`config.mk`:
```
export PLATFORM = sky130hd
export DESIGN_NAME = cache_line_pattern_compressor_unit
export DESIGN_NICKNAME = d
export VERILOG_FILES = /design/src/hw/rtl/clpc_pkg.sv /design/src/hw/rtl/clpc_cell.sv /design/src/hw/rtl/clpc_encode.sv /design/src/hw/rtl/cache_line_pattern_compressor_unit.sv
export SDC_FILE = /design/constraint.sdc
export NUM_CORES = 2
export LEC_CHECK = 0
export ABC_CLOCK_PERIOD_IN_PS = 4750
export BUFFER_PORTS_ARGS = -buffer_cell sky130_fd_sc_hd__buf_2
export CORE_ASPECT_RATIO = 0.9
export CORE_MARGIN = 3
export CORE_UTILIZATION = 25
export CTS_BUF_LIST = sky130_fd_sc_hd__clkbuf_2 sky130_fd_sc_hd__clkbuf_4 sky130_fd_sc_hd__clkbuf_8
export DETAILED_ROUTE_END_ITERATION = 16
export REMOVE_ABC_BUFFERS = 1
export SLEW_MARGIN = 15
export SYNTH_ARGS = -nofsm -noshare
export SYNTH_HDL_FRONTEND = slang
export SYNTH_SLANG_ARGS = --single-unit
```
`constraint.sdc`:
```
create_clock -name aclk -period 4.75 [get_ports aclk]
set_input_delay 0.475 -clock aclk [delete_from_list [all_inputs] [get_ports aclk]]
set_output_delay 0.475 -clock aclk [all_outputs]
set_load 0.01 [all_outputs]
```
`src/hw/rtl/clpc_pkg.sv`:
```
`timescale 1ns / 1ps
// Shared types, pattern codes and sizes for the cache line pattern compressor.
// No dependencies.
package clpc_pkg;

    localparam int LINE_WORDS = 16;
    localparam int DICT_DEPTH = 16;
    localparam int IDX_W      = $clog2(DICT_DEPTH);
    localparam int WC_W       = $clog2(LINE_WORDS);
    localparam int WORD_W     = 32;
    localparam int CODE_W     = 34;
    localparam int LEN_W      = 6;
    localparam int PAT_W      = 3;
    localparam int BITS_W     = 10;
    localparam int MDATA_W    = 56;

    localparam logic [PAT_W-1:0] PAT_ZZZZ = 3'd0;
    localparam logic [PAT_W-1:0] PAT_ZZZX = 3'd1;
    localparam logic [PAT_W-1:0] PAT_MMMM = 3'd2;
    localparam logic [PAT_W-1:0] PAT_MMMX = 3'd3;
    localparam logic [PAT_W-1:0] PAT_MMXX = 3'd4;
    localparam logic [PAT_W-1:0] PAT_XXXX = 3'd5;

    typedef struct packed {
        logic              valid;
        logic [WORD_W-1:0] word;
        logic              last;
        logic              done;
        logic [PAT_W-1:0]  pat;
        logic [IDX_W-1:0]  idx;
    } token_t;

endpackage

```
`src/hw/rtl/clpc_cell.sv`:
```
`timescale 1ns / 1ps
// One dictionary cell: holds one entry, compares the passing item against it
// and appends the item when the cell is the first free one. Uses clpc_pkg.
module clpc_cell (
    input  logic                       aclk,
    input  logic                       aresetn,
    input  logic                       en,
    input  logic [clpc_pkg::IDX_W-1:0] cell_index,
    input  clpc_pkg::token_t           tok_in,
    output clpc_pkg::token_t           tok_out,
    output logic                       entry_valid
);
    import clpc_pkg::*;

    logic [WORD_W-1:0] entry_reg;
    logic              ev_reg;
    logic              ev_next;
    logic              wr_entry;
    token_t            tok_reg;
    token_t            tok_next;
    logic              hi_eq;
    logic              mid_eq;
    logic              lo_eq;

    assign hi_eq  = entry_reg[31:16] == tok_in.word[31:16];
    assign mid_eq = entry_reg[15:8]  == tok_in.word[15:8];
    assign lo_eq  = entry_reg[7:0]   == tok_in.word[7:0];

    always_comb begin
        tok_next = tok_in;
        ev_next  = ev_reg;
        wr_entry = 1'b0;
        if (tok_in.valid && !tok_in.done) begin
            if (ev_reg) begin
                if (hi_eq) begin
                    tok_next.done = 1'b1;
                    tok_next.idx  = cell_index;
                    if (mid_eq) begin
                        tok_next.pat = lo_eq ? PAT_MMMM : PAT_MMMX;
                    end else begin
                        tok_next.pat = PAT_MMXX;
                    end
                end
            end else begin
                wr_entry      = 1'b1;
                ev_next       = 1'b1;
                tok_next.done = 1'b1;
                tok_next.pat  = PAT_XXXX;
            end
        end
        if (tok_in.valid && tok_in.last) begin
            ev_next = 1'b0;
        end
    end

    always_ff @(posedge aclk) begin
        if (!aresetn) begin
            tok_reg <= '0;
            ev_reg  <= 1'b0;
        end else if (en) begin
            tok_reg <= tok_next;
            ev_reg  <= ev_next;
        end
    end

    always_ff @(posedge aclk) begin
        if (en) begin
            if (wr_entry) begin
                entry_reg <= tok_in.word;
            end
        end
    end

    assign tok_out     = tok_reg;
    assign entry_valid = ev_reg;

endmodule

```
`src/hw/rtl/clpc_encode.sv`:
```
`timescale 1ns / 1ps
// Code builder: forms the right-aligned code and its length from a resolved
// item at the end of the cell chain. Uses clpc_pkg.
module clpc_encode (
    input  clpc_pkg::token_t            tok,
    output logic [clpc_pkg::CODE_W-1:0] code_bits,
    output logic [clpc_pkg::LEN_W-1:0]  code_length,
    output logic [clpc_pkg::PAT_W-1:0]  pattern
);
    import clpc_pkg::*;

    always_comb begin
        pattern = tok.done ? tok.pat : PAT_XXXX;
        case (pattern)
            PAT_ZZZZ: begin
                code_bits   = '0;
                code_length = 6'd2;
            end
            PAT_ZZZX: begin
                code_bits   = CODE_W'({4'hD, tok.word[7:0]});
                code_length = 6'd12;
            end
            PAT_MMMM: begin
                code_bits   = CODE_W'({2'b10, tok.idx});
                code_length = 6'd6;
            end
            PAT_MMMX: begin
                code_bits   = CODE_W'({4'hE, tok.idx, tok.word[7:0]});
                code_length = 6'd16;
            end
            PAT_MMXX: begin
                code_bits   = CODE_W'({4'hC, tok.idx, tok.word[15:0]});
                code_length = 6'd24;
            end
            default: begin
                code_bits   = {2'b01, tok.word};
                code_length = 6'd34;
            end
        endcase
    end

endmodule

```
`src/hw/rtl/cache_line_pattern_compressor_unit.sv`:
```
`timescale 1ns / 1ps
// Cache line pattern compressor top level: input stage, chain of dictionary
// cells, code builder and output skid stage. Uses clpc_pkg, clpc_cell, clpc_encode.
//
// Feed a cache line as 16 successive 32-bit words on s_tdata (first byte in
// bits 31:24). Each word gives one result on the m_ channel: the code,
// right-aligned, its length and the running bit count of the line in m_tdata,
// the pattern kind in m_tuser, and m_tlast on the last word of the line.
// The dictionary lives in a row of 16 cells; each item walks the row one cell
// per cycle while the row is not held, so it sees every entry left by the
// items ahead of it. Throughput: one item per cycle while s_tready is high.
// Each item passes the 16 cell registers, then the output register that drives
// m_tvalid. A two-entry output stage takes the item that arrives while a result
// waits with m_tready low; once that item sits in the skid entry, s_tready
// falls and the whole row holds.
// The dictionary, word count and bit count clear behind the last word of each
// line. Reset empties the pipeline, the dictionary and the counters; the first
// word after reset starts a new line.
module cache_line_pattern_compressor_unit (
    input  logic                         aclk,
    input  logic                         aresetn,
    input  logic                         s_tvalid,
    output logic                         s_tready,
    input  logic [clpc_pkg::WORD_W-1:0]  s_tdata,   // word[31:0]
    output logic                         m_tvalid,
    input  logic                         m_tready,
    output logic [clpc_pkg::MDATA_W-1:0] m_tdata,   // code_bits[33:0], code_length[39:34],
                                                    // line_bits[49:40], zeros[55:50]
    output logic [clpc_pkg::PAT_W-1:0]   m_tuser,   // pattern[2:0]
    output logic                         m_tlast
);
    import clpc_pkg::*;

    typedef struct packed {
        logic [CODE_W-1:0] code_bits;
        logic [LEN_W-1:0]  code_length;
        logic [PAT_W-1:0]  pattern;
        logic              line_end;
        logic [BITS_W-1:0] line_bits;
    } result_t;

    logic                  en;
    token_t                tok [DICT_DEPTH+1];
    logic [DICT_DEPTH-1:0] entry_valid;
    logic [WC_W-1:0]       wcount_reg;
    logic [WC_W-1:0]       wcount_next;
    logic [BITS_W-1:0]     btotal_reg;
    logic [BITS_W-1:0]     btotal_next;
    logic [BITS_W-1:0]     line_bits;
    logic [CODE_W-1:0]     enc_code;
    logic [LEN_W-1:0]      enc_len;
    logic [PAT_W-1:0]      enc_pat;
    logic                  s_last;
    logic                  arrive;
    result_t               res;
    result_t               out_reg;
    result_t               skid_reg;
    logic                  out_valid_reg;
    logic                  skid_valid_reg;

    assign en       = !skid_valid_reg;
    assign s_tready = en;
    assign s_last   = wcount_reg == WC_W'(LINE_WORDS - 1);

    always_comb begin
        tok[0].valid = s_tvalid && s_tready;
        tok[0].word  = s_tdata;
        tok[0].last  = s_last;
        tok[0].done  = s_tdata[31:8] == '0;
        tok[0].pat   = (s_tdata == '0) ? PAT_ZZZZ : PAT_ZZZX;
        tok[0].idx   = '0;
    end

    assign wcount_next = s_last ? '0 : wcount_reg + 1'b1;

    always_ff @(posedge aclk) begin
        if (!aresetn) begin
            wcount_reg <= '0;
        end else if (s_tvalid && s_tready) begin
            wcount_reg <= wcount_next;
        end
    end

    for (genvar j = 0; j < DICT_DEPTH; j++) begin : g_cell
        clpc_cell u_cell (
            .aclk        (aclk),
            .aresetn     (aresetn),
            .en          (en),
            .cell_index  (IDX_W'(j)),
            .tok_in      (tok[j]),
            .tok_out     (tok[j+1]),
            .entry_valid (entry_valid[j])
        );
    end

    clpc_encode u_encode (
        .tok         (tok[DICT_DEPTH]),
        .code_bits   (enc_code),
        .code_length (enc_len),
        .pattern     (enc_pat)
    );

    assign arrive      = en && tok[DICT_DEPTH].valid;
    assign line_bits   = btotal_reg + BITS_W'(enc_len);
    assign btotal_next = tok[DICT_DEPTH].last ? '0 : line_bits;

    always_ff @(posedge aclk) begin
        if (!aresetn) begin
            btotal_reg <= '0;
        end else if (arrive) begin
            btotal_reg <= btotal_next;
        end
    end

    always_comb begin
        res.code_bits   = enc_code;
        res.code_length = enc_len;
        res.pattern     = enc_pat;
        res.line_end    = tok[DICT_DEPTH].last;
        res.line_bits   = line_bits;
    end

    always_ff @(posedge aclk) begin
        if (!aresetn) begin
            out_valid_reg  <= 1'b0;
            skid_valid_reg <= 1'b0;
        end else if (!out_valid_reg || m_tready) begin
            if (skid_valid_reg) begin
                skid_valid_reg <= 1'b0;
            end else begin
                out_valid_reg <= arrive;
            end
        end else if (arrive) begin
            skid_valid_reg <= 1'b1;
        end
    end

    always_ff @(posedge aclk) begin
        if (!out_valid_reg || m_tready) begin
            if (skid_valid_reg) begin
                out_reg <= skid_reg;
            end else if (arrive) begin
                out_reg <= res;
            end
        end else if (arrive) begin
            skid_reg <= res;
        end
    end

    assign m_tvalid = out_valid_reg;
    assign m_tdata  = {6'd0, out_reg.line_bits, out_reg.code_length, out_reg.code_bits};
    assign m_tuser  = out_reg.pattern;
    assign m_tlast  = out_reg.line_end;

    a_skid_behind_out: assert property (@(posedge aclk) disable iff (!aresetn)
        skid_valid_reg |-> out_valid_reg)
        else $error("skid entry held without a result in the output register");

    a_dict_hold: assert property (@(posedge aclk) disable iff (!aresetn)
        !en |=> $stable(entry_valid))
        else $error("dictionary entries changed while the cell row was held");

    a_zero_code: assert property (@(posedge aclk) disable iff (!aresetn)
        (m_tvalid && m_tuser == PAT_ZZZZ) |-> (out_reg.code_length == 6'd2))
        else $error("zero word not coded with two bits");

endmodule

```
==> results_dict.tcl <==
set metrics [dict create \
    hold_violations 0 \
    status "finished clean" \
    period_needed_ns 3.45 \
    power_frac_seq_pct 56.6 \
    seq_area_frac_synth_pct 63.7 \
    gp_congestion 0.753 \
    critPathCaptureType "flop" \
    critPathKind "flop to flop" \
    largest_reg_flops 657 \
    areaGrowthSynthToFinish_pct 14.7 \
    dp_hpwl_microns 57300 \
    synth-edff-count 612 \
    cp_top_family "simple AND/OR/NAND/NOR gates" \
    grt_pass1_wl_microns 151000 \
    routed_wl_microns 90000 \
    final_cell_mix "dfxtp_1, nor2_1, edfxtp_1, mux2i_1, xnor2_1" \
    synth_cell_types 63 \
    fin_nets 4230 \
    synth_top_area_share_pct 36.4 \
    tns_ns 0 \
    timing.final.ws_setup_ns 1.30 \
    p_leak_nw 18.9 \
    skew_ns 0.0288 \
    pwr-share-clk_pct 41.7 \
    die_h_microns 432 \
    cts_made_buffers 177 \
    required_ns 5.30 \
    place_inst 6643 \
    cts_post_setup_buffers_inserted 0 \
    row_count 155 \
    clkTransAtPathRegs_ns 0.07 \
    comb_power_share_pct 1.8 \
    p_sw_w 0.00432 \
    hold_path_class "input pin to flop" \
    worstMarginPinSlew_ns 1.11 \
    drv_cap 0 \
    cp-start-kind "flop" \
    drc 0 \
    cts_tree "done" \
    synth-seq-cells 1300 \
    ant_nets 0 \
    arrival_ns 4.01 \
    drv_slew 0 \
    yosys_warnings 0 \
    pre_cts_slack_ns 1.34 \
    clk_latency_ns 0.82 \
    layout_commonest_cell "dfxtp_1" \
    grt_pass1_vias 28654 \
    p_int_w 0.0166 \
    rsz0062_at_grt "false" \
    period_share_pct 72.7 \
    synthArstFlopShare_pct 0 \
    synth-main-ff-cell "dfxtp_1" \
    fp.dieW_microns 479 \
    h-tree-depth 4 \
    drt_pass1_iterations 4 \
    synth_area_sq_um 50400 \
    antenna_found_initial 2 \
    track_usage_pct 8.59 \
    drt_iter0_drc 1463 \
    synth_cells 4026 \
    initial_core_util_pct 25.3 \
    path_buf_inv 1 \
    layout-drive-gt1-share_pct 12.1 \
    synthTopCellsByArea "edfxtp_1, dfxtp_1, mux2i_1, xnor2_1, nor2_1" \
    yosys.area.top_type "edfxtp_1" \
    maxSlewHeadroom_pct 26.1 \
    critical_path.slowest_cell "a21boi_0" \
    boundaryPins 98 \
    instances_no_fill 7002 \
    overflow 0 \
    vias 28717 \
    crit_chain "nand2b_1 > or2_2 > nand3_1 > ha_1 > inv_1 > fa_1 > nor2b_1 > o21ai_0 > a21boi_0 > o2111ai_1 > xnor2_1 > mux2_2" \
    clkSinkCount 1300 \
    cts_root_buf "clkbuf_8" \
    worst-path-max-fanout 11 \
    slowest_delay_ns 0.44 \
    p_per_area_nw_per_um2 362 \
    core_sq_um 199000 \
    die_area_sq_um 207000 \
    wire_per_inst_microns 12.8 \
    setup_viol_count_final 0 \
    io_buffers 88 \
    syn_avg_cell_area_sq_um 12.5 \
    swShare_pct 20.6 \
    ctsLongestPathBuffers 3 \
    routed_via_density 4.10 \
    grt_max_degree 226 \
    irDropWorstVdd_uv 307 \
    clock.fmax_mhz 289 \
]
## synth_stat cells, types with 3 or more instances
master and number:
dfxtp_1 688, clkbuf_1 108, nor4_1 57, o221ai_1 5
or3_1 3, buf_2 54, o311ai_0 5, xnor2_1 326
nor2b_1 26, or3b_2 11, edfxtp_1 612, nand4_1 88
a311oi_1 4, a22oi_1 3, a22o_1 10, nand2_1 104
and3_1 24, mux2_2 45, o211a_1 3, a21oi_1 81
o31ai_1 7, nand3_1 10, mux2i_1 532, buf_1 14
nor2_1 669, ha_1 6, a221o_1 9, buf_4 10
inv_1 44, and2_1 16, o21ai_0 111, a32o_1 7
a221oi_1 20, nor3_1 43, nor4_2 8, xor2_1 196
a211oi_1 12, nand2b_1 17, nor3b_1 4
## power groups by stage
stage          sequential (W)  clock, W  combinational [W]
2_1_floorplan          0.0121         0           0.000244
3_3_place_gp           0.0121         0           0.000345
3_5_place_dp           0.0121         0           0.000355
4_1_cts                0.0118   0.00905           0.000377
5_1_grt                0.0119   0.00955           0.000425
6_report               0.0118   0.00872           0.000373
## area by class of cell
| type | instances | area [sq um] |
|---|---|---|
| Tap cell | 2669 | 3340 |
| Sequential cell | 1300 | 32200 |
| Clock inverter | 16 | 81.3 |
| Antenna cell | 2 | 5.00 |
| Fill cell | 20373 | 141000 |
| Inverter | 45 | 179 |
| Multi-Input combinational cell | 2503 | 17400 |
| Clock buffer | 307 | 3590 |
| Timing Repair Buffer | 160 | 1100 |
## layer usage
metal	share of wire (%)	vias up	track usage, %
met1	49	13588	11.7
met2	44	435	13.5
li1	-	14553	-
met4	1.8	0	2.77
met5	0	-	0
met3	4.4	141	1.85
## logic make-up after synthesis
family | synth area share (%)
AOI/OAI and AO/OA | 3.71
xor gates and xnor gates | 9.06
adders and majority gates | 0.189
buffers and inverters | 1.93
DFF | 63.7
muxes | 11.6
other | 0.00743
and+or+nand+nor | 9.80
## worst register-to-register path: stages, from the launching register on
cell	delay, ns
dfxtp_1	0.38
nand2b_1	0.26
or2_2	0.41
nand3_1	0.16
ha_1	0.19
inv_1	0.06
fa_1	0.39
nor2b_1	0.13
o21ai_0	0.11
a21boi_0	0.44
o2111ai_1	0.20
xnor2_1	0.19
mux2_2	0.28
## worst paths after layout
check,cells after the start,to,slack [ns],start
worst min-delay path,3,btotal_reg[1]$_SDFFE_PN0P_,0.22,aresetn
worst max register to register,12,m_tdata[49]$_DFFE_PP_,1.30,g_cell[15].u_cell.tok_out[4]$_SDFFE_PN0N_
worst min register to register,2,g_cell[9].u_cell.tok_out[4]$_SDFFE_PN0N_,0.46,g_cell[9].u_cell.tok_out[4]$_SDFFE_PN0N_
worst max-delay path,12,m_tdata[49]$_DFFE_PP_,1.30,g_cell[15].u_cell.tok_out[4]$_SDFFE_PN0N_
## metrics by stage
stage	hold slack (ns)	util, %	total power (W)	area (sq um)
floorplan	0.426	-	0.0123	49700
global placement	0.449	27.0	0.0124	53800
detailed placement	0.454	27.0	0.0124	53800
CTS	0.131	29.0	0.0213	57900
global route	0.227	29.0	0.0218	57900
finish	0.216	29.0	0.0209	57900
## repair_timing
| action | CTS | global route |
|---|---|---|
| endpoints found under the hold margin | 69 | 0 |
| gates resized for setup | 0 | 0 |
| hold buffers | 34 | 0 |
No activity file was read; power rests on OpenSTA's default activity.
